--- src/hw/rtl/dtqd_pkg.sv ---
package dtqd_pkg;

   typedef enum logic [2:0] {
      ST_IDLE,
      ST_TICK,
      ST_LOOK,
      ST_ADD,
      ST_DONE,
      ST_HEAD
   } state_type;

   typedef enum logic [1:0] {
      REQ_ADD  = 2'd0,
      REQ_TICK = 2'd1,
      REQ_DONE = 2'd2,
      REQ_NONE = 2'd3
   } req_kind_type;

   localparam logic [3:0] ST_QUEUED       = 4'd0;
   localparam logic [3:0] ST_DUPLICATE    = 4'd1;
   localparam logic [3:0] ST_OVERFLOW     = 4'd2;
   localparam logic [3:0] ST_DISPATCHED   = 4'd3;
   localparam logic [3:0] ST_LIMIT        = 4'd4;
   localparam logic [3:0] ST_EMPTY        = 4'd5;
   localparam logic [3:0] ST_HEAD_BUSY    = 4'd6;
   localparam logic [3:0] ST_POOL_REFUSED = 4'd7;
   localparam logic [3:0] ST_REMOVED      = 4'd8;
   localparam logic [3:0] ST_UNKNOWN      = 4'd9;

   localparam logic [3:0] MAX_RUN_RESET = 4'd5;
   localparam int FIELD_TAG_BITS = 16;

   // shift: take the neighbour's tag; load: take the broadcast tag
   typedef struct packed {
      logic shift;
      logic load;
   } cell_ctl_type;

endpackage

--- src/hw/rtl/dedup_task_queue_dispatcher.sv ---
// Add and done: ST_LOOK compares, ST_ADD or ST_DONE decides and emits the result.
// Tick: a queue head passes ST_TICK (limit check), ST_LOOK (cell compare), ST_HEAD
//   (decide), one result per head; a limit or empty-queue tick answers in ST_TICK.
// The compare in every queue and running-set cell is registered, which sets the pace.
// Reset (synchronous): queue and running set empty, max_running = 5, no result.
// The receiver cannot stall; each result is shown for one cycle with rsp_valid.
module dedup_task_queue_dispatcher
   import dtqd_pkg::*;
#(
   parameter int QUEUE_DEPTH = 16,
   parameter int RUN_SLOTS   = 8,
   parameter int TAG_BITS    = 16
) (
   input  logic        clock,
   input  logic        reset,
   input  logic        start,
   output logic        busy,
   input  logic [1:0]  req_type,
   input  logic [15:0] req_task_tag,
   input  logic [3:0]  req_pool_accepts,
   output logic        rsp_valid,
   output logic [3:0]  rsp_status,
   output logic [15:0] rsp_result_tag,
   output logic [3:0]  rsp_running_count,
   output logic [4:0]  rsp_queued_count,
   output logic        rsp_last,
   input  logic        psel,
   input  logic        penable,
   input  logic        pwrite,
   input  logic [2:0]  paddr,
   input  logic [31:0] pwdata,
   output logic [31:0] prdata,
   output logic        pready
);

   localparam int TW = (TAG_BITS < FIELD_TAG_BITS) ? TAG_BITS : FIELD_TAG_BITS;
   localparam int QW = $clog2(QUEUE_DEPTH + 1);
   localparam int CW = $clog2(RUN_SLOTS + 1);
   localparam int LW = (CW > 4) ? CW : 4;

   state_type     state_ff, state_in;
   req_kind_type  kind_ff;
   logic [TW-1:0] key_ff;
   logic [3:0]    accepts_ff;
   logic [3:0]    disp_ff;
   logic [QW-1:0] fill_ff, fill_in;
   logic [CW-1:0] run_cnt_ff, run_cnt_in;
   logic [3:0]    max_run_ff;

   logic          rsp_valid_ff;
   logic [3:0]    rsp_status_ff;
   logic [TW-1:0] rsp_tag_ff;
   logic [3:0]    rsp_run_ff;
   logic [4:0]    rsp_q_ff;
   logic          rsp_last_ff;

   logic [TW-1:0] q_tag [QUEUE_DEPTH];
   logic [QUEUE_DEPTH-1:0] q_match;
   logic [TW-1:0] r_tag [RUN_SLOTS];
   logic [RUN_SLOTS:0] r_hit;

   logic          q_hit, r_any, q_full;
   logic          over_limit, last_disp;
   logic [LW-1:0] limit, max_lw, slots_lw, cnt_lw;
   logic [QW-1:0] push_pos;

   logic          q_pop, q_push, r_ins, r_rm, key_head, emit, emit_last, disp_inc;
   logic [3:0]    emit_status;
   logic [TW-1:0] emit_tag;

   // configuration port
   logic csr_wr;
   assign pready = 1'b1;
   assign csr_wr = psel && penable && pwrite && (paddr[2] == 1'b0);
   assign prdata = (paddr[2] == 1'b0) ? {28'd0, max_run_ff} : 32'd0;

   always_ff @(posedge clock) begin
      if (reset) begin
         max_run_ff <= MAX_RUN_RESET;
      end else if (csr_wr) begin
         max_run_ff <= pwdata[3:0];
      end
   end

   // limit and status terms
   always_comb begin
      max_lw     = LW'(max_run_ff);
      slots_lw   = LW'(RUN_SLOTS);
      limit      = (max_lw < slots_lw) ? max_lw : slots_lw;
      cnt_lw     = LW'(run_cnt_ff);
      over_limit = cnt_lw >= limit;
      last_disp  = (cnt_lw + LW'(1)) >= limit;
      q_hit      = |q_match;
      r_any      = r_hit[RUN_SLOTS];
      q_full     = fill_ff >= QW'(QUEUE_DEPTH);
      push_pos   = q_pop ? (fill_ff - QW'(1)) : fill_ff;
   end

   // next state
   always_comb begin
      state_in = state_ff;
      unique case (state_ff)
         ST_IDLE: begin
            if (start) begin
               unique case (req_kind_type'(req_type))
                  REQ_TICK: state_in = ST_TICK;
                  REQ_ADD,
                  REQ_DONE: state_in = ST_LOOK;
                  default:  state_in = ST_IDLE;
               endcase
            end
         end
         ST_TICK: begin
            if (over_limit || (fill_ff == '0)) begin
               state_in = ST_IDLE;
            end else begin
               state_in = ST_LOOK;
            end
         end
         ST_LOOK: begin
            unique case (kind_ff)
               REQ_ADD:  state_in = ST_ADD;
               REQ_DONE: state_in = ST_DONE;
               default:  state_in = ST_HEAD;
            endcase
         end
         ST_ADD:  state_in = ST_IDLE;
         ST_DONE: state_in = ST_IDLE;
         ST_HEAD: begin
            if (r_any || (disp_ff >= accepts_ff) || last_disp) begin
               state_in = ST_IDLE;
            end else begin
               state_in = ST_TICK;
            end
         end
         default: state_in = ST_IDLE;
      endcase
   end

   // datapath control
   always_comb begin
      q_pop       = 1'b0;
      q_push      = 1'b0;
      r_ins       = 1'b0;
      r_rm        = 1'b0;
      key_head    = 1'b0;
      disp_inc    = 1'b0;
      emit        = 1'b0;
      emit_last   = 1'b1;
      emit_status = ST_QUEUED;
      emit_tag    = key_ff;
      unique case (state_ff)
         ST_TICK: begin
            if (over_limit) begin
               emit        = 1'b1;
               emit_status = ST_LIMIT;
               emit_tag    = '0;
            end else if (fill_ff == '0) begin
               emit        = 1'b1;
               emit_status = ST_EMPTY;
               emit_tag    = '0;
            end else begin
               key_head = 1'b1;
            end
         end
         ST_ADD: begin
            emit = 1'b1;
            if (q_hit) begin
               emit_status = ST_DUPLICATE;
            end else if (q_full) begin
               emit_status = ST_OVERFLOW;
            end else begin
               q_push      = 1'b1;
               emit_status = ST_QUEUED;
            end
         end
         ST_DONE: begin
            emit = 1'b1;
            if (r_any) begin
               r_rm        = 1'b1;
               emit_status = ST_REMOVED;
            end else begin
               emit_status = ST_UNKNOWN;
            end
         end
         ST_HEAD: begin
            emit  = 1'b1;
            q_pop = 1'b1;
            if (r_any) begin
               q_push      = 1'b1;
               emit_status = ST_HEAD_BUSY;
            end else if (disp_ff >= accepts_ff) begin
               q_push      = 1'b1;
               emit_status = ST_POOL_REFUSED;
            end else begin
               r_ins       = 1'b1;
               disp_inc    = 1'b1;
               emit_status = ST_DISPATCHED;
               emit_last   = last_disp;
            end
         end
         default: begin
            emit = 1'b0;
         end
      endcase
   end

   always_comb begin
      fill_in = fill_ff;
      if (q_push && !q_pop) begin
         fill_in = fill_ff + QW'(1);
      end else if (q_pop && !q_push) begin
         fill_in = fill_ff - QW'(1);
      end
      run_cnt_in = run_cnt_ff;
      if (r_ins) begin
         run_cnt_in = run_cnt_ff + CW'(1);
      end else if (r_rm) begin
         run_cnt_in = run_cnt_ff - CW'(1);
      end
   end

   always_ff @(posedge clock) begin
      if (reset) begin
         state_ff     <= ST_IDLE;
         fill_ff      <= '0;
         run_cnt_ff   <= '0;
         rsp_valid_ff <= 1'b0;
      end else begin
         state_ff     <= state_in;
         fill_ff      <= fill_in;
         run_cnt_ff   <= run_cnt_in;
         rsp_valid_ff <= emit;
      end
   end

   always_ff @(posedge clock) begin
      if (state_ff == ST_IDLE && start) begin
         kind_ff    <= req_kind_type'(req_type);
         key_ff     <= req_task_tag[TW-1:0];
         accepts_ff <= req_pool_accepts;
         disp_ff    <= '0;
      end else begin
         if (key_head) begin
            key_ff <= q_tag[0];
         end
         if (disp_inc) begin
            disp_ff <= disp_ff + 4'd1;
         end
      end
      if (emit) begin
         rsp_status_ff <= emit_status;
         rsp_tag_ff    <= emit_tag;
         rsp_run_ff    <= 4'(run_cnt_in);
         rsp_q_ff      <= 5'(fill_in);
         rsp_last_ff   <= emit_last;
      end
   end

   // wait queue: head in cell 0, shifts toward the head on pop
   for (genvar i = 0; i < QUEUE_DEPTH; i++) begin : g_queue
      cell_ctl_type  ctl;
      logic [TW-1:0] nb;
      assign ctl.shift = q_pop;
      assign ctl.load  = q_push && (push_pos == QW'(i));
      if (i == QUEUE_DEPTH - 1) begin : g_end
         assign nb = q_tag[i];
      end else begin : g_mid
         assign nb = q_tag[i+1];
      end
      dtqd_queue_cell #(.TW(TW)) u_cell (
         .clock     (clock),
         .ctl       (ctl),
         .occupied  (QW'(i) < fill_ff),
         .key       (key_ff),
         .load_data (key_ff),
         .next_tag  (nb),
         .tag_out   (q_tag[i]),
         .match_out (q_match[i])
      );
   end

   // running set: packed from slot 0, closes up on removal
   assign r_hit[0] = 1'b0;
   for (genvar j = 0; j < RUN_SLOTS; j++) begin : g_run
      cell_ctl_type  ctl;
      logic [TW-1:0] nb;
      assign ctl.shift = r_rm;
      assign ctl.load  = r_ins && (run_cnt_ff == CW'(j));
      if (j == RUN_SLOTS - 1) begin : g_end
         assign nb = r_tag[j];
      end else begin : g_mid
         assign nb = r_tag[j+1];
      end
      dtqd_run_cell #(.TW(TW)) u_cell (
         .clock     (clock),
         .ctl       (ctl),
         .occupied  (CW'(j) < run_cnt_ff),
         .key       (key_ff),
         .load_data (key_ff),
         .next_tag  (nb),
         .hit_in    (r_hit[j]),
         .tag_out   (r_tag[j]),
         .hit_out   (r_hit[j+1])
      );
   end

   assign busy              = (state_ff != ST_IDLE);
   assign rsp_valid         = rsp_valid_ff;
   assign rsp_status        = rsp_status_ff;
   assign rsp_result_tag    = 16'(rsp_tag_ff);
   assign rsp_running_count = rsp_run_ff;
   assign rsp_queued_count  = rsp_q_ff;
   assign rsp_last          = rsp_last_ff;

endmodule

--- src/hw/rtl/dtqd_queue_cell.sv ---
module dtqd_queue_cell
   import dtqd_pkg::*;
#(
   parameter int TW = 16
) (
   input  logic          clock,
   input  cell_ctl_type  ctl,
   input  logic          occupied,
   input  logic [TW-1:0] key,
   input  logic [TW-1:0] load_data,
   input  logic [TW-1:0] next_tag,
   output logic [TW-1:0] tag_out,
   output logic          match_out
);

   logic [TW-1:0] tag_ff;
   logic [TW-1:0] tag_in;
   logic          match_ff;
   logic          match_in;

   always_comb begin
      tag_in = tag_ff;
      if (ctl.load) begin
         tag_in = load_data;
      end else if (ctl.shift) begin
         tag_in = next_tag;
      end
      match_in = occupied && (tag_ff == key);
   end

   always_ff @(posedge clock) begin
      tag_ff   <= tag_in;
      match_ff <= match_in;
   end

   assign tag_out   = tag_ff;
   assign match_out = match_ff;

endmodule

--- src/hw/rtl/dtqd_run_cell.sv ---
module dtqd_run_cell
   import dtqd_pkg::*;
#(
   parameter int TW = 16
) (
   input  logic          clock,
   input  cell_ctl_type  ctl,
   input  logic          occupied,
   input  logic [TW-1:0] key,
   input  logic [TW-1:0] load_data,
   input  logic [TW-1:0] next_tag,
   input  logic          hit_in,
   output logic [TW-1:0] tag_out,
   output logic          hit_out
);

   logic [TW-1:0] tag_ff;
   logic [TW-1:0] tag_in;
   logic          match_ff;
   logic          match_in;

   // hit_out: a match at this slot or below; slots from the match upward close the gap
   assign hit_out = hit_in | match_ff;

   always_comb begin
      tag_in = tag_ff;
      if (ctl.load) begin
         tag_in = load_data;
      end else if (ctl.shift && hit_out) begin
         tag_in = next_tag;
      end
      match_in = occupied && (tag_ff == key);
   end

   always_ff @(posedge clock) begin
      tag_ff   <= tag_in;
      match_ff <= match_in;
   end

   assign tag_out = tag_ff;

endmodule

--- config.mk ---
export PLATFORM = sky130hd
export DESIGN_NAME = dedup_task_queue_dispatcher
export DESIGN_NICKNAME = d
export VERILOG_FILES = /design/src/hw/rtl/dtqd_pkg.sv /design/src/hw/rtl/dedup_task_queue_dispatcher.sv /design/src/hw/rtl/dtqd_queue_cell.sv /design/src/hw/rtl/dtqd_run_cell.sv
export SDC_FILE = /design/constraint.sdc
export NUM_CORES = 1
export LEC_CHECK = 0
export ABC_AREA = 1
export BUFFER_PORTS_ARGS = -buffer_cell sky130_fd_sc_hd__buf_4
export CAP_MARGIN = 10
export CELL_PAD_IN_SITES_DETAIL_PLACEMENT = 2
export CELL_PAD_IN_SITES_GLOBAL_PLACEMENT = 2
export CORE_MARGIN = 2
export CORE_UTILIZATION = 39
export CTS_CLUSTER_DIAMETER = 40
export DETAILED_ROUTE_END_ITERATION = 8
export GPL_TIMING_DRIVEN = 1
export PLACE_DENSITY = 0.9
export SLEW_MARGIN = 20
export SYNTH_ARGS = -nofsm -noshare
export SYNTH_HDL_FRONTEND = slang
export SYNTH_SLANG_ARGS = --single-unit
--- constraint.sdc ---
create_clock -name clock -period 3.8 [get_ports clock]
set_input_delay 0.57 -clock clock [delete_from_list [all_inputs] [get_ports clock]]
set_output_delay 0.57 -clock clock [all_outputs]
set_load 0.05 [all_outputs]
==> run summary <==
The area growth from synthesis to layout is 16.9%. The flow ran to the end, and the final reports show no timing, DRC or antenna violations. Each instance of the synthesized netlist takes up on average 9.14 sq um.

The die extent in x came out at 263 um. The cell count of the worst reg-to-reg path was 10. The number of global-route vias before repair is 27900, and the DRC violation total after the first TritonRoute iteration is 2711. The met1 layer usage reported by global route is 0.416, and the count of cell types in the netlist is 47. Wires add up to 133 mm. The net switching share of the total power works out to 0.287. Setup repair after global routing left no endpoint under its margin. Clock latency on the worst-skew pair, taken at its later pin, is 0.67 ns. Per-cell routed wire length: 34.5 um.

The run gives 0 as the hold violation total from the final report. The number of flops mapped to enable cells by yosys is 436. After floorplanning, the core was divided into 94 placement rows. The run gives 481 as the count of clock tree sinks.

In this run the most used layer during global routing was met2. The category of the critical setup timing path is reg -> reg. 128 I/O pins were placed.

The count of buffers inserted at the top-level ports works out to 68. The congestion estimate from routability-driven global placement came to 0.849. After detailed placement, the total cell area comes to 27300 sq um. The category of the worst setup path capture point was a flop.

The top fanout value on the critical path was 17; the half-perimeter wire length of the detailed placement result was 71.9 mm. Fill cells in the final layout number 6874. Worst hold path class: in -> reg.

TritonCTS built the clock tree. The most common cell after layout, fill and taps aside is nand2_1. Share of post-route cells with drive strength above 1: 0.137.

The run gives 0.0973 as the met3 track demand over resource in global routing. Post-placement cell count: 3675. The data arrival time of the critical path came out at 4.00 ns. After synthesis, the cell types taking the most area are edfxtp_1, nand2_1, nand3_1, dfxtp_1, xor2_1.

Post-synthesis sequential area ratio: 0.536. The setup TNS after final layout was 0 ns. The final count of pins violating max slew was 0; the combined global-route utilization of all metal layers was 0.380. The final period utilization was 0.977. The analysis attributes to net switching a power of 4.77 mW.

Number of vias per cell: 6.45. The overall die area came out at 69000 sq um. The starting utilization of the core area was 0.396. For this run, the leading register cell type out of synthesis is edfxtp_1. For this design the static power due to leakage is 12.5 nW. The H-tree was split into 3 levels.

The cell area that synthesis handed to floorplanning was 26100 sq um. Remaining number of nets flagged by the antenna check after routing: 0. After clock tree synthesis, the flow added hold-fix buffers numbering 0. At the pin with the least slew margin, the transition time is 1.24 ns.

The run gives 66000 sq um as the core area. The areal power density over the cells is 545 nW/um^2. The area share of the largest cell type after synthesis is 0.502.

CTS placed an instance of clkbuf_16 at the clock tree root. Leaving out filler cells and counting taps, the final layout contains 3848. The logs give 24800 for the total number of vias and 0.631 for the routing usage on met2.

The library cells used most frequently in the layout, excluding fill and tap cells, are nand2_1, edfxtp_1, nand3_1. The maximum buffer depth of the clock tree is 3, and the synthesized flop and latch total is 481. The clock transition at the registers of the reported paths works out to 0.07 ns. Yosys printed 0 warnings.

The run gives 0.542 as the clock network power share. Across the routed clock network, the largest skew measured is 0.0522 ns. The tools report the type of origin of the critical path as a flop.

The run gives 0 as the aggregate global routing overflow. STA puts the critical path data required time at 4.09 ns. The maximum achievable frequency came out at 269 MHz. For this run, design rule violations remaining after detail routing come to 0.

The share of flip-flops with an asynchronous set or reset works out to 0. The final critical path time including I/O delays and setup is 3.71 ns. For the portion of total power attributed to sequential cells, the log shows 0.352. IR analysis of the VDD net gives a maximum drop of 541 uV. From bottom edge to top edge, the die measures 263 um. The gate count of the mapped netlist is 2855. Buffers inserted during clock tree synthesis total 91. Logic gate share of total power: 0.106. The first-pass detailed-route iteration total was 6.

The initial antenna violation count is 4, and the final instance area is 30500 sq um. The internal power of the cells totals 11.9 mW. The largest net degree at the start of global routing came out at 56. The logs give 0.170 for the remaining max-slew budget at the tightest pin and 0 for the count of maximum capacitance violations. The setup-violating endpoint count in the final report is 0. The tools report the first-pass GRT wire length as 194 mm. The biggest area contributor in the post-synthesis netlist is edfxtp_1. The instance count along the most critical hold path was 1. The tools report the number of nets at the end of the flow as 2989.
## power by group through the flow
| stage | sequential [mW] | combinational (mW) | clock [mW] |
|---|---|---|---|
| 5_1_grt | 5.85 | 1.77 | 9.20 |
| 3_3_place_gp | 5.94 | 1.49 | 0 |
| 6_report | 5.85 | 1.77 | 9.01 |
| 3_5_place_dp | 5.95 | 1.59 | 0 |
| 2_1_floorplan | 6.01 | 0.863 | 0 |
| 4_1_cts | 5.85 | 1.68 | 9.02 |
## through the flow
step / util / power [mW] / setup slack (ns) / hold WS [ns]
after global placement: 0.414 / 7.43 / 0.650 / 0.485
after global routing: 0.463 / 16.8 / 0.00130 / 0.0764
final: 0.463 / 16.6 / 0.0868 / 0.0832
after detailed placement: 0.414 / 7.53 / 0.317 / 0.503
after CTS: 0.462 / 16.5 / 0.0543 / 0.0679
after floorplan: - / 6.88 / 0.815 / 0.439
## final cells by class
| cell class | count | area [sq um] | share of cell area |
|---|---|---|---|
| clock inverters | 62 | 810 | 0.0265 |
| repair buffers | 152 | 1190 | 0.0390 |
| inverters | 115 | 434 | 0.0142 |
| flip-flops and latches | 481 | 14000 | 0.458 |
| diodes | 3 | 7.51 | 0.000246 |
| well taps | 864 | 1080 | 0.0354 |
| clock buffers | 107 | 2390 | 0.0783 |
| multi-input cells | 2064 | 10600 | 0.348 |
## repair_timing
item	4_1_cts	5_1_grt
pin swaps	0	1
setup endpoints to repair	16	26
cloned	0	0
resized for setup	1	2
buffers inserted	0	1
## layer usage
layer  wire length, um  vias up  part of all wire
met5                20        -           0.00015
met4             11500        4             0.087
met3             12200      767             0.092
met2             63400     1720              0.48
met1             45700    12400              0.34
li1                  -     9896                 -
## critical path, stage by stage (launching register included)
cell and delay, ns:
dfxtp_1 0.57, inv_1 0.29, ha_1 0.34, xor2_1 0.18
nand2_1 0.11, o21ai_2 0.15, inv_1 0.29, nand3_1 0.20
nor2_4 0.46, nand2_4 0.25, nand2_2 0.47
## cell families after synthesis
family,Yosys count,share of synthesized area
compound gates,359,0.0853
xor+xnor,160,0.0537
flops,481,0.536
fa+ha+maj,21,0.0101
simple gates,1495,0.252
buf+inv,337,0.0622
other cells,2,0.000288
## state kept, by name, summed over array words and instances (netlist names), 5 cells and up
name,count
key_ff,16
g_queue.u_cell.match_out,16
g_queue.u_cell.tag_out,256
g_run.u_cell.match_ff,8
fill_ff,5
g_run.u_cell.tag_out,128
rsp_queued_count,5
rsp_result_tag,16
## path summary, 6_finish.rpt
path | from | endpoint | slack [ns]
worst max register to register | fill_ff[0] | g_queue[1].u_cell.tag_out[14] | 0.09
worst min register to register | max_lw[1] | max_lw[1] | 0.52
worst max-delay path | fill_ff[0] | g_queue[1].u_cell.tag_out[14] | 0.09
worst min-delay path | req_pool_accepts[2] | accepts_ff[2] | 0.08
## synthesized netlist by cell type (18+ instances only)
cell,n
buf_4,48
nor4_1,37
ha_1,21
nand3_1,317
xor2_1,98
o21ai_1,18
a22o_1,22
nor2_1,138
or2_2,54
o21ai_0,170
buf_2,26
a221oi_1,53
xnor2_1,62
a21oi_1,19
buf_1,25
edfxtp_1,436
inv_1,103
nand4_1,18
clkbuf_1,105
o22ai_1,50
dfxtp_1,45
nand2_1,877
(Power assumes the default switching activity.)
